[config.mk]
export PLATFORM = sky130hd
export DESIGN_NAME = base64_line_wrapped_encoder_top
export DESIGN_NICKNAME = d
export VERILOG_FILES = /design/src/rtl/core/b64lw_pkg.sv /design/src/rtl/core/b64lw_front.sv /design/src/rtl/core/b64lw_queue.sv /design/src/rtl/core/b64lw_emit.sv /design/src/rtl/core/base64_line_wrapped_encoder_top.sv
export VERILOG_INCLUDE_DIRS = /design/src /design/src/rtl/core
export SDC_FILE = /design/constraint.sdc
export NUM_CORES = 1
export LEC_CHECK = 0
export BUFFER_PORTS_ARGS = -buffer_cell sky130_fd_sc_hd__buf_2
export CAP_MARGIN = 25
export CELL_PAD_IN_SITES_DETAIL_PLACEMENT = 0
export CELL_PAD_IN_SITES_GLOBAL_PLACEMENT = 2
export CORE_MARGIN = 1
export CORE_UTILIZATION = 44
export DETAILED_ROUTE_END_ITERATION = 10
export GPL_TIMING_DRIVEN = 0
export PLACE_DENSITY = 0.87
export SYNTH_ARGS = -nofsm -noshare
export SYNTH_HDL_FRONTEND = slang
export SYNTH_SLANG_ARGS = --single-unit
export TNS_END_PERCENT = 10
[constraint.sdc]
create_clock -name clk_i -period 5.7 [get_ports clk_i]
set_clock_uncertainty 0.05 [all_clocks]
set_input_delay 1.14 -clock clk_i [delete_from_list [all_inputs] [get_ports clk_i]]
set_output_delay 1.14 -clock clk_i [all_outputs]
set_load 0.01 [all_outputs]
[src/rtl/core/base64_line_wrapped_encoder_top_defines.svh]
// ---------------------------------------------------------------------------
// Base64 line-wrapped encoder assertion macros
// Shared assertion forms, clocked on clk_i and disabled while rst_ni is low.
// ---------------------------------------------------------------------------
`ifndef BASE64_LINE_WRAPPED_ENCODER_TOP_DEFINES_SVH
`define BASE64_LINE_WRAPPED_ENCODER_TOP_DEFINES_SVH

// Same-cycle implication.
`define B64LW_ASSERT_NOW(lbl, ante, cons, msg) \
  lbl: assert property (@(posedge clk_i) disable iff (!rst_ni) (ante) |-> (cons)) \
    else $error(msg);

// Next-cycle implication.
`define B64LW_ASSERT_NEXT(lbl, ante, cons, msg) \
  lbl: assert property (@(posedge clk_i) disable iff (!rst_ni) (ante) |=> (cons)) \
    else $error(msg);

`endif

[src/rtl/core/b64lw_pkg.sv]
// ---------------------------------------------------------------------------
// Base64 line-wrapped encoder package
// Shared job type, character constants and the alphabet lookup.
// ---------------------------------------------------------------------------
package b64lw_pkg;

  localparam logic [7:0] CharNl  = 8'd10;
  localparam logic [7:0] CharPad = 8'd61;

  // Number of output slots one job can fill: leading newline, four
  // characters of a block, trailing newline.
  localparam int unsigned NumSlots = 6;

  typedef struct packed {
    logic       lead_nl;
    logic       has_block;
    logic       pad3;
    logic       pad4;
    logic       tail_nl;
    logic       tail_done;
    logic [7:0] b0;
    logic [7:0] b1;
    logic [7:0] b2;
  } job_t;

  typedef logic [NumSlots-1:0] slot_mask_t;

  // Slot 0 is the leading newline, slots 1 to 4 the block, slot 5 the
  // trailing newline.
  function automatic slot_mask_t job_mask(input job_t job);
    job_mask = {job.tail_nl, {4{job.has_block}}, job.lead_nl};
  endfunction

  function automatic logic [7:0] b64_char(input logic [5:0] idx);
    logic [7:0] wide;
    wide = {2'b00, idx};
    if (idx < 6'd26) begin
      b64_char = 8'd65 + wide;
    end else if (idx < 6'd52) begin
      b64_char = 8'd71 + wide;
    end else if (idx < 6'd62) begin
      b64_char = wide - 8'd4;
    end else if (idx == 6'd62) begin
      b64_char = 8'd43;
    end else begin
      b64_char = 8'd47;
    end
  endfunction

endpackage

[src/rtl/core/b64lw_front.sv]
// ---------------------------------------------------------------------------
// Base64 line-wrapped encoder front end
// Takes input beats, groups bytes and decides line breaks; emits one job
// per byte that causes output.
// ---------------------------------------------------------------------------
module b64lw_front (
  input  logic           clk_i,
  input  logic           rst_ni,
  input  logic           s_axis_tvalid_i,
  output logic           s_axis_tready_o,
  input  logic [7:0]     s_axis_tdata_i,
  input  logic           s_axis_tlast_i,
  input  logic [7:0]     blocks_per_line_i,
  output logic           push_o,
  output b64lw_pkg::job_t job_o,
  input  logic           full_i
);
  import b64lw_pkg::*;

  logic [15:0] held_q, held_d;
  logic [1:0]  cnt_q, cnt_d;
  logic [7:0]  blocks_q, blocks_d;
  logic        start_q, start_d;
  logic        accept;
  logic        group_full;
  logic [7:0]  blocks_after;
  job_t        job;

  assign s_axis_tready_o = !full_i;
  assign accept          = s_axis_tvalid_i && !full_i;
  assign group_full      = (cnt_q == 2'd2);
  assign blocks_after    = blocks_q + {7'd0, group_full || s_axis_tlast_i};

  always_comb begin
    job           = '0;
    job.lead_nl   = start_q;
    job.has_block = group_full || s_axis_tlast_i;
    held_d        = held_q;
    cnt_d         = cnt_q;
    blocks_d      = blocks_q;
    start_d       = start_q;

    if (group_full) begin
      job.b0 = held_q[15:8];
      job.b1 = held_q[7:0];
      job.b2 = s_axis_tdata_i;
      held_d = '0;
      cnt_d  = '0;
    end else if (s_axis_tlast_i) begin
      job.pad4 = 1'b1;
      if (cnt_q == 2'd0) begin
        job.b0   = s_axis_tdata_i;
        job.pad3 = 1'b1;
      end else begin
        job.b0 = held_q[15:8];
        job.b1 = s_axis_tdata_i;
      end
      held_d = '0;
      cnt_d  = '0;
    end else begin
      if (cnt_q == 2'd0) begin
        held_d = {s_axis_tdata_i, 8'd0};
      end else begin
        held_d = {held_q[15:8], s_axis_tdata_i};
      end
      cnt_d = cnt_q + 2'd1;
    end

    if (s_axis_tlast_i) begin
      job.tail_nl   = 1'b1;
      job.tail_done = 1'b1;
      blocks_d      = '0;
      start_d       = 1'b1;
    end else begin
      start_d = 1'b0;
      if (blocks_after != 8'd0 && blocks_after >= blocks_per_line_i) begin
        job.tail_nl = 1'b1;
        blocks_d    = '0;
      end else begin
        blocks_d = blocks_after;
      end
    end
  end

  assign job_o  = job;
  assign push_o = accept && (job_mask(job) != '0);

  always_ff @(posedge clk_i or negedge rst_ni) begin
    if (!rst_ni) begin
      held_q   <= '0;
      cnt_q    <= '0;
      blocks_q <= '0;
      start_q  <= 1'b1;
    end else if (accept) begin
      held_q   <= held_d;
      cnt_q    <= cnt_d;
      blocks_q <= blocks_d;
      start_q  <= start_d;
    end
  end

endmodule

[src/rtl/core/b64lw_queue.sv]
// ---------------------------------------------------------------------------
// Base64 line-wrapped encoder job queue
// Small first-in first-out buffer between the front end and the emitter.
// ---------------------------------------------------------------------------
module b64lw_queue #(
  parameter int unsigned Depth = 4
) (
  input  logic            clk_i,
  input  logic            rst_ni,
  input  logic            push_i,
  input  b64lw_pkg::job_t push_job_i,
  output logic            full_o,
  output logic            pop_valid_o,
  output b64lw_pkg::job_t pop_job_o,
  input  logic            pop_i
);
  import b64lw_pkg::*;

  localparam int unsigned PtrW = (Depth > 1) ? $clog2(Depth) : 1;
  localparam int unsigned CntW = $clog2(Depth + 1);
  localparam logic [PtrW-1:0] LastPtr = PtrW'(Depth - 1);
  localparam logic [CntW-1:0] FullCnt = CntW'(Depth);

  job_t            mem_q [Depth];
  logic [PtrW-1:0] wr_q, rd_q;
  logic [CntW-1:0] cnt_q;
  logic            do_push, do_pop;

  assign full_o      = (cnt_q == FullCnt);
  assign pop_valid_o = (cnt_q != '0);
  assign pop_job_o   = mem_q[rd_q];
  assign do_push     = push_i && !full_o;
  assign do_pop      = pop_i && pop_valid_o;

  always_ff @(posedge clk_i) begin
    if (do_push) begin
      mem_q[wr_q] <= push_job_i;
    end
  end

  always_ff @(posedge clk_i or negedge rst_ni) begin
    if (!rst_ni) begin
      wr_q  <= '0;
      rd_q  <= '0;
      cnt_q <= '0;
    end else begin
      if (do_push) begin
        wr_q <= (wr_q == LastPtr) ? '0 : wr_q + PtrW'(1);
      end
      if (do_pop) begin
        rd_q <= (rd_q == LastPtr) ? '0 : rd_q + PtrW'(1);
      end
      if (do_push && !do_pop) begin
        cnt_q <= cnt_q + CntW'(1);
      end else if (do_pop && !do_push) begin
        cnt_q <= cnt_q - CntW'(1);
      end
    end
  end

endmodule

[src/rtl/core/b64lw_emit.sv]
// ---------------------------------------------------------------------------
// Base64 line-wrapped encoder emitter
// Walks the slots of each job and drives one character per beat through a
// registered output stage.
// ---------------------------------------------------------------------------
module b64lw_emit (
  input  logic            clk_i,
  input  logic            rst_ni,
  input  logic            job_valid_i,
  input  b64lw_pkg::job_t job_i,
  output logic            pop_o,
  output logic            m_axis_tvalid_o,
  input  logic            m_axis_tready_i,
  output logic [7:0]      m_axis_tdata_o,
  output logic            m_axis_tlast_o,
  output logic            m_axis_tuser_o
);
  import b64lw_pkg::*;

  job_t       job_q, act_job;
  slot_mask_t mask_q, act_mask, low, rest;
  logic       out_valid_q, last_q, done_q;
  logic [7:0] char_q, char_d;
  logic       load, emit, use_new;

  // A job still in progress takes precedence over the queue head.
  assign use_new  = (mask_q == '0);
  assign act_job  = use_new ? job_i : job_q;
  assign act_mask = use_new ? (job_valid_i ? job_mask(job_i) : '0) : mask_q;
  assign low      = act_mask & (~act_mask + slot_mask_t'(1));
  assign rest     = act_mask & ~low;

  assign load  = !out_valid_q || m_axis_tready_i;
  assign emit  = load && (act_mask != '0);
  assign pop_o = emit && use_new;

  always_comb begin
    if (low[1]) begin
      char_d = b64_char(act_job.b0[7:2]);
    end else if (low[2]) begin
      char_d = b64_char({act_job.b0[1:0], act_job.b1[7:4]});
    end else if (low[3]) begin
      char_d = act_job.pad3 ? CharPad : b64_char({act_job.b1[3:0], act_job.b2[7:6]});
    end else if (low[4]) begin
      char_d = act_job.pad4 ? CharPad : b64_char(act_job.b2[5:0]);
    end else begin
      char_d = CharNl;
    end
  end

  always_ff @(posedge clk_i) begin
    if (emit) begin
      job_q  <= act_job;
      char_q <= char_d;
      last_q <= (rest == '0);
      done_q <= low[NumSlots-1] && act_job.tail_done;
    end
  end

  always_ff @(posedge clk_i or negedge rst_ni) begin
    if (!rst_ni) begin
      mask_q      <= '0;
      out_valid_q <= 1'b0;
    end else begin
      if (emit) begin
        mask_q      <= rest;
        out_valid_q <= 1'b1;
      end else if (m_axis_tready_i) begin
        out_valid_q <= 1'b0;
      end
    end
  end

  assign m_axis_tvalid_o = out_valid_q;
  assign m_axis_tdata_o  = char_q;
  assign m_axis_tlast_o  = last_q;
  assign m_axis_tuser_o  = done_q;

endmodule

[src/rtl/core/base64_line_wrapped_encoder_top.sv]
// With the emitter idle, a byte's first character passes through a queue entry and then the
// output register before it is valid on the master side.
// Throughput: one input beat per cycle while the job queue has room and one output beat
// per cycle while the master side is ready; a byte causes 0 to 6 characters (about 1.4).
// Reset: rst_ni is asynchronous, active low; it empties the queue, drops any partial
// group and line count, and restores blocks_per_line to 20.
// ---------------------------------------------------------------------------
// Base64 line-wrapped encoder
// Streaming base64 encoder with newline framing and configurable line length.
// ---------------------------------------------------------------------------
`include "base64_line_wrapped_encoder_top_defines.svh"

module base64_line_wrapped_encoder_top #(
  parameter int unsigned QueueDepth = 4
) (
  input  logic       clk_i,
  input  logic       rst_ni,
  // Configuration: blocks_per_line, written whenever cfg_we_i is high.
  input  logic       cfg_we_i,
  input  logic [7:0] cfg_wdata_i,
  // Slave side.
  input  logic       s_axis_tvalid_i,
  output logic       s_axis_tready_o,
  input  logic [7:0] s_axis_tdata_i,   // [7:0] data_byte
  input  logic       s_axis_tlast_i,   // last_byte
  // Master side.
  output logic       m_axis_tvalid_o,
  input  logic       m_axis_tready_i,
  output logic [7:0] m_axis_tdata_o,   // [7:0] out_char
  output logic       m_axis_tlast_o,   // last_of_run
  output logic       m_axis_tuser_o    // [0] message_done
);
  import b64lw_pkg::*;

  // The front end does all bookkeeping at the moment a beat is accepted:
  // it tracks the open group of up to two held bytes, counts blocks on the
  // current line against blocks_per_line, and remembers whether the next
  // byte opens a message. Everything one byte causes is summarized as a
  // job (leading newline, a block with its pad marks, trailing newline).
  // Bytes that cause nothing produce no job.
  //
  // Jobs sit in a short queue, so input keeps flowing while the emitter
  // works through longer jobs or the master side stalls.
  //
  // The emitter turns each job into one to six characters, one per beat,
  // through a registered output stage. It moves straight from the last
  // slot of one job to the first slot of the next, without a gap.

  logic [7:0] blocks_per_line_q;
  logic       push, full, pop, job_valid;
  job_t       push_job, pop_job;
  logic       out_done, out_pad;

  always_ff @(posedge clk_i or negedge rst_ni) begin
    if (!rst_ni) begin
      blocks_per_line_q <= 8'd20;
    end else if (cfg_we_i) begin
      blocks_per_line_q <= cfg_wdata_i;
    end
  end

  b64lw_front u_front (
    .clk_i             (clk_i),
    .rst_ni            (rst_ni),
    .s_axis_tvalid_i   (s_axis_tvalid_i),
    .s_axis_tready_o   (s_axis_tready_o),
    .s_axis_tdata_i    (s_axis_tdata_i),
    .s_axis_tlast_i    (s_axis_tlast_i),
    .blocks_per_line_i (blocks_per_line_q),
    .push_o            (push),
    .job_o             (push_job),
    .full_i            (full)
  );

  b64lw_queue #(
    .Depth (QueueDepth)
  ) u_queue (
    .clk_i       (clk_i),
    .rst_ni      (rst_ni),
    .push_i      (push),
    .push_job_i  (push_job),
    .full_o      (full),
    .pop_valid_o (job_valid),
    .pop_job_o   (pop_job),
    .pop_i       (pop)
  );

  b64lw_emit u_emit (
    .clk_i           (clk_i),
    .rst_ni          (rst_ni),
    .job_valid_i     (job_valid),
    .job_i           (pop_job),
    .pop_o           (pop),
    .m_axis_tvalid_o (m_axis_tvalid_o),
    .m_axis_tready_i (m_axis_tready_i),
    .m_axis_tdata_o  (m_axis_tdata_o),
    .m_axis_tlast_o  (m_axis_tlast_o),
    .m_axis_tuser_o  (m_axis_tuser_o)
  );

  // Shorthands for the checks below: a valid beat carrying the message end
  // marker, and a valid beat carrying a padding character.
  assign out_done = m_axis_tvalid_o && m_axis_tuser_o;
  assign out_pad  = m_axis_tvalid_o && (m_axis_tdata_o == CharPad);

  // The closing newline of a message is always the final character of its byte.
  `B64LW_ASSERT_NOW(a_done_is_last, out_done, m_axis_tlast_o, "message end without last")
  // The message end marker only rides on a newline.
  `B64LW_ASSERT_NOW(a_done_is_nl, out_done, m_axis_tdata_o == CharNl, "done on non-newline")
  // Padding is always followed by the closing newline of the same byte.
  `B64LW_ASSERT_NOW(a_pad_not_last, out_pad, !m_axis_tlast_o, "padding ends a run")
  // A job pop always fills the output stage in the next cycle.
  `B64LW_ASSERT_NEXT(a_pop_fills_out, pop, m_axis_tvalid_o, "popped job produced no beat")

endmodule

==> key figures <==
Outcome
  • Outcome: finished, final reports clean

Min path
  • Type of the worst min-delay path: flop to flop
  • Hold Startpoint: u_front.cnt_q[0]
  • Depth of the worst hold-timing path: 1

Global routing
  • Via count of the first global-routing pass: 6808
  • Maximum number of pins on one net before global-route repair: 31
  • First-pass GRT wire length: 37600 um
  • GRT Overall Usage: 19.9%
  • Remaining global-route overflow: 0
  • Number of antenna violations at the first check in global routing: 0

Worst setup path
  • Worst path cell trace: inv_1, ha_1, clkbuf_1, nor2_1, inv_1, ha_1, ha_1, nand3_1, nor2_1, xor2_1, ha_1, o21ai_0, o31a_1, o22ai_1, ha_1, inv_1, fa_1, xor2_1, nor2_1, xor2_1
  • Reg-to-reg startpoint: u_front.cnt_q[0]
  • Slowest cell on the critical path: sky130_fd_sc_hd__o22ai_1
  • Most Frequent Cell on Critical Path: sky130_fd_sc_hd__ha_1
  • Buffers & Inverters on Critical Path: 4
  • Largest stage delay on the critical path: 490 ps
  • Classification of the worst setup path: flop to flop
  • Logic depth of the worst setup path including buffers: 20
  • Number of cells on the worst reg-to-reg path: 20
  • Worst setup EP type: flop
  • Dominant delay contributor by cell family on the critical path: adder cells
  • Data required time of the worst path: 6090 ps
  • Launching element of the worst setup path: u_front.cnt_q[0]
  • Startpoint types: flop
  • Maximum fanout count along the critical path: 8
  • Data arrival time at the worst-slack endpoint: 5220 ps

Clock tree
  • Clock latency on the worst-skew pair: 530 ps
  • Clock tree root driver cell: sky130_fd_sc_hd__clkbuf_16
  • Maximum clock insertion buffer count: 3
  • Clock edge transition at the registers on the reported setup and hold paths: 60 ps
  • Clock tree from TritonCTS: done
  • Post-CTS Setup Repair Bufs: 0
  • # H-tree levels: 1
  • Number of instances resized during post-cts repair: 0
  • Hold buffer count at CTS: 0
  • Count of clock tree sinks: 205
  • Num CTS Buffers: 23

Power
  • Switching power of the nets: 3170 uW
  • Share of total power in combinational logic: 49.8%
  • Largest vdd supply drop: 0.000306 V
  • Clock Power Share: 19.8%
  • Power density relative to cell area: 669 nW/um2
  • Overall Power: 7980 uW
  • P_leak: 0.00452 uW
  • Int Power: 4810 uW
  • Net switching share of the total power: 39.8%
  • Sequential share of power: 30.4%

Timing
  • Setup_tns: 0 ps
  • RSZ-0062 raised after global routing: no
  • Maximum achievable frequency: 207 MHz
  • Rel. slew slack: 37.5%
  • Final Hold Viols: 0
  • Worst hold slack across all endpoints: 448 ps
  • Slew of the pin with the lowest slew margin: 930 ps
  • Part of the cycle the worst path needs: 84.8%
  • Final Critical Period: 4840 ps
  • Setup violations, final: 0
  • Max Slew Vio Count: 0

Logic synthesis
  • Most numerous cell in the Yosys netlist: sky130_fd_sc_hd__edfxtp_1
  • EDFF count, synth: 157
  • Netlist Area Pre-Place: 10500 um2
  • Post-synthesis register bit count: 205
  • Async set-reset flop share out of synthesis: 23.4%
  • Count of synthesis-stage warnings from yosys: 0
  • Number of nets produced by synthesis: 889
  • Number of distinct library cell variants in the gate-level netlist after synthesis: 83
  • Library cell occupying the most area in the post-synthesis netlist: sky130_fd_sc_hd__edfxtp_1
  • Average cell area after synthesis: 12.8 um2
  • Ranking of synthesized cells by area: sky130_fd_sc_hd__edfxtp_1 45%, sky130_fd_sc_hd__dfrtp_1 11%, sky130_fd_sc_hd__mux4_2 6.4%
  • Area fraction of the dominant cell type after synthesis: 44.9%
  • Most common flop cell mapped by yosys: sky130_fd_sc_hd__edfxtp_1
  • Synth top cells by count: 157 x sky130_fd_sc_hd__edfxtp_1, 77 x sky130_fd_sc_hd__nand2_1, 52 x sky130_fd_sc_hd__o21ai_0
  • Part of the Yosys area used for sequential elements: 56.4%
  • Post-synthesis instance total: 823

Routing
  • Routed wire per std cell: 19.0 um
  • Initial drt markers: 474
  • Via-to-Cell Ratio: 5.50
  • Drt pass-1 iters: 5
  • Aggregate routed wire length: 23100 um
  • Post-detailed-route DRC marker count: 0
  • Post-route ant nets: 0
  • Total number of vias: 6707

Place
  • Inst Count DP: 1177
  • Last weighted congestion value of the routability-driven placer: 0.843
  • Buffers added on ports: 33
  • DPL Wire Length: 16400 um

Die
  • Die Y: 157 um
  • # rows: 56
  • Num ports: 34
  • Core Footprint: 23500 um2
  • Chip width: 157 um
  • Total Die Area: 24500 um2
  • Starting Density: 44.7%

Cells and area
  • Share of post-route cells with drive strength above 1: 17.7%
  • Post-route non-filler standard cell count: 1219
  • Fill cells: 2049
  • Total number of nets in the final design: 949
  • Storage cell area: 5920 um2
  • Count of antenna diodes in the layout: 0
  • Area of the multi-input gates: 4280 um2
  • Area growth, synth to finish: 13.5%

Job
  • Max-capacitance violation count: 0
-- flip-flops by register name (all words and copies together) (netlist names) --
| signal | flops |
|---|---|
| u_queue.cnt_q | 3 |
| u_emit.m_axis_tdata_o | 8 |
| u_emit.mask_q | 5 |
| u_queue.mem_q | 120 |
| u_emit.m_axis_tlast_o | 1 |
| u_queue.rd_q | 2 |
| u_emit.m_axis_tuser_o | 1 |
| u_front.start_q | 1 |
| u_emit.m_axis_tvalid_o | 1 |
| u_front.blocks_q | 8 |
| u_queue.wr_q | 2 |
| blocks_per_line_q | 8 |
| u_front.cnt_q | 2 |
| u_emit.job_q | 27 |
| u_front.held_q | 16 |
-- layout make-up --
class                      count  area share, %
sequential                   205           49.6
multi-input combinational    542           35.9
clock buffer                  28           4.98
tap                          319           3.35
clock inverter                14           1.77
timing repair buffer          35           1.72
inverter                      46           1.45
buffer                        30           1.24
-- logic make-up (layout without fill, tap and decap cells) --
| logic type | count (synthesis) | after routing | synth area share (%) |
|---|---|---|---|
| XOR/XNOR | 25 | 25 | 2.08 |
| AND/OR/NAND/NOR | 227 | 227 | 11.1 |
| multiplexers | 72 | 72 | 11.0 |
| adder cells (fa/ha/maj) | 44 | 44 | 5.31 |
| AO/OA/AOI/OAI | 174 | 174 | 11.1 |
| buffers and inverters | 76 | 153 | 3.05 |
| flip-flops | 205 | 205 | 56.4 |
-- power groups by stage --
stage | combinational, uW | sequential (uW) | clock (uW)
2_1_floorplan | 2950 | 2420 | 0
3_3_place_gp | 3930 | 2450 | 0
3_5_place_dp | 3960 | 2460 | 0
4_1_cts | 3980 | 2430 | 1610
5_1_grt | 4430 | 2470 | 1650
6_report | 3970 | 2430 | 1580
-- final timing paths --
| kind | to | slack (ps) |
|---|---|---|
| min | u_front.cnt_q[0] | 450 |
| min in group asynchronous | blocks_per_line_q[5] | 560 |
| max reg2reg | u_queue.cnt_q[2] | 860 |
| min reg2reg | u_front.cnt_q[0] | 450 |
| max in group asynchronous | u_front.start_q | 4440 |
| max | u_queue.cnt_q[2] | 860 |
-- per-stage QoR --
step                      setup slack (ps)  area (um2)  util (%)
after floorplan                       1220       10500         -
after global placement                -131       11100      47.2
after detailed placement               358       11100      47.4
after CTS                              828       11900      50.8
after global routing                   425       11900      50.8
final                                  865       11900      50.8
-- cell usage in the layout, fill, tap and decap left out, types with 23 or more instances in the layout --
cell type / n
sky130_fd_sc_hd__dfrtp_1: 45
sky130_fd_sc_hd__nor2_1: 36
sky130_fd_sc_hd__ha_1: 43
sky130_fd_sc_hd__buf_2: 37
sky130_fd_sc_hd__nand2_1: 77
sky130_fd_sc_hd__o21ai_0: 52
sky130_fd_sc_hd__a21oi_1: 30
sky130_fd_sc_hd__edfxtp_1: 157
sky130_fd_sc_hd__clkbuf_1: 25
sky130_fd_sc_hd__inv_1: 45
sky130_fd_sc_hd__mux4_2: 30
sky130_fd_sc_hd__clkbuf_16: 23
-- per-layer routing --
layer	vias up	global-route usage, %	routed length (um)
met5	-	0	0
li1	3251	-	-
met3	32	2.55	774
met2	121	32.5	10800
met1	3303	27.9	10900
met4	0	5.93	541
No activity file was read; power rests on OpenSTA's default activity.
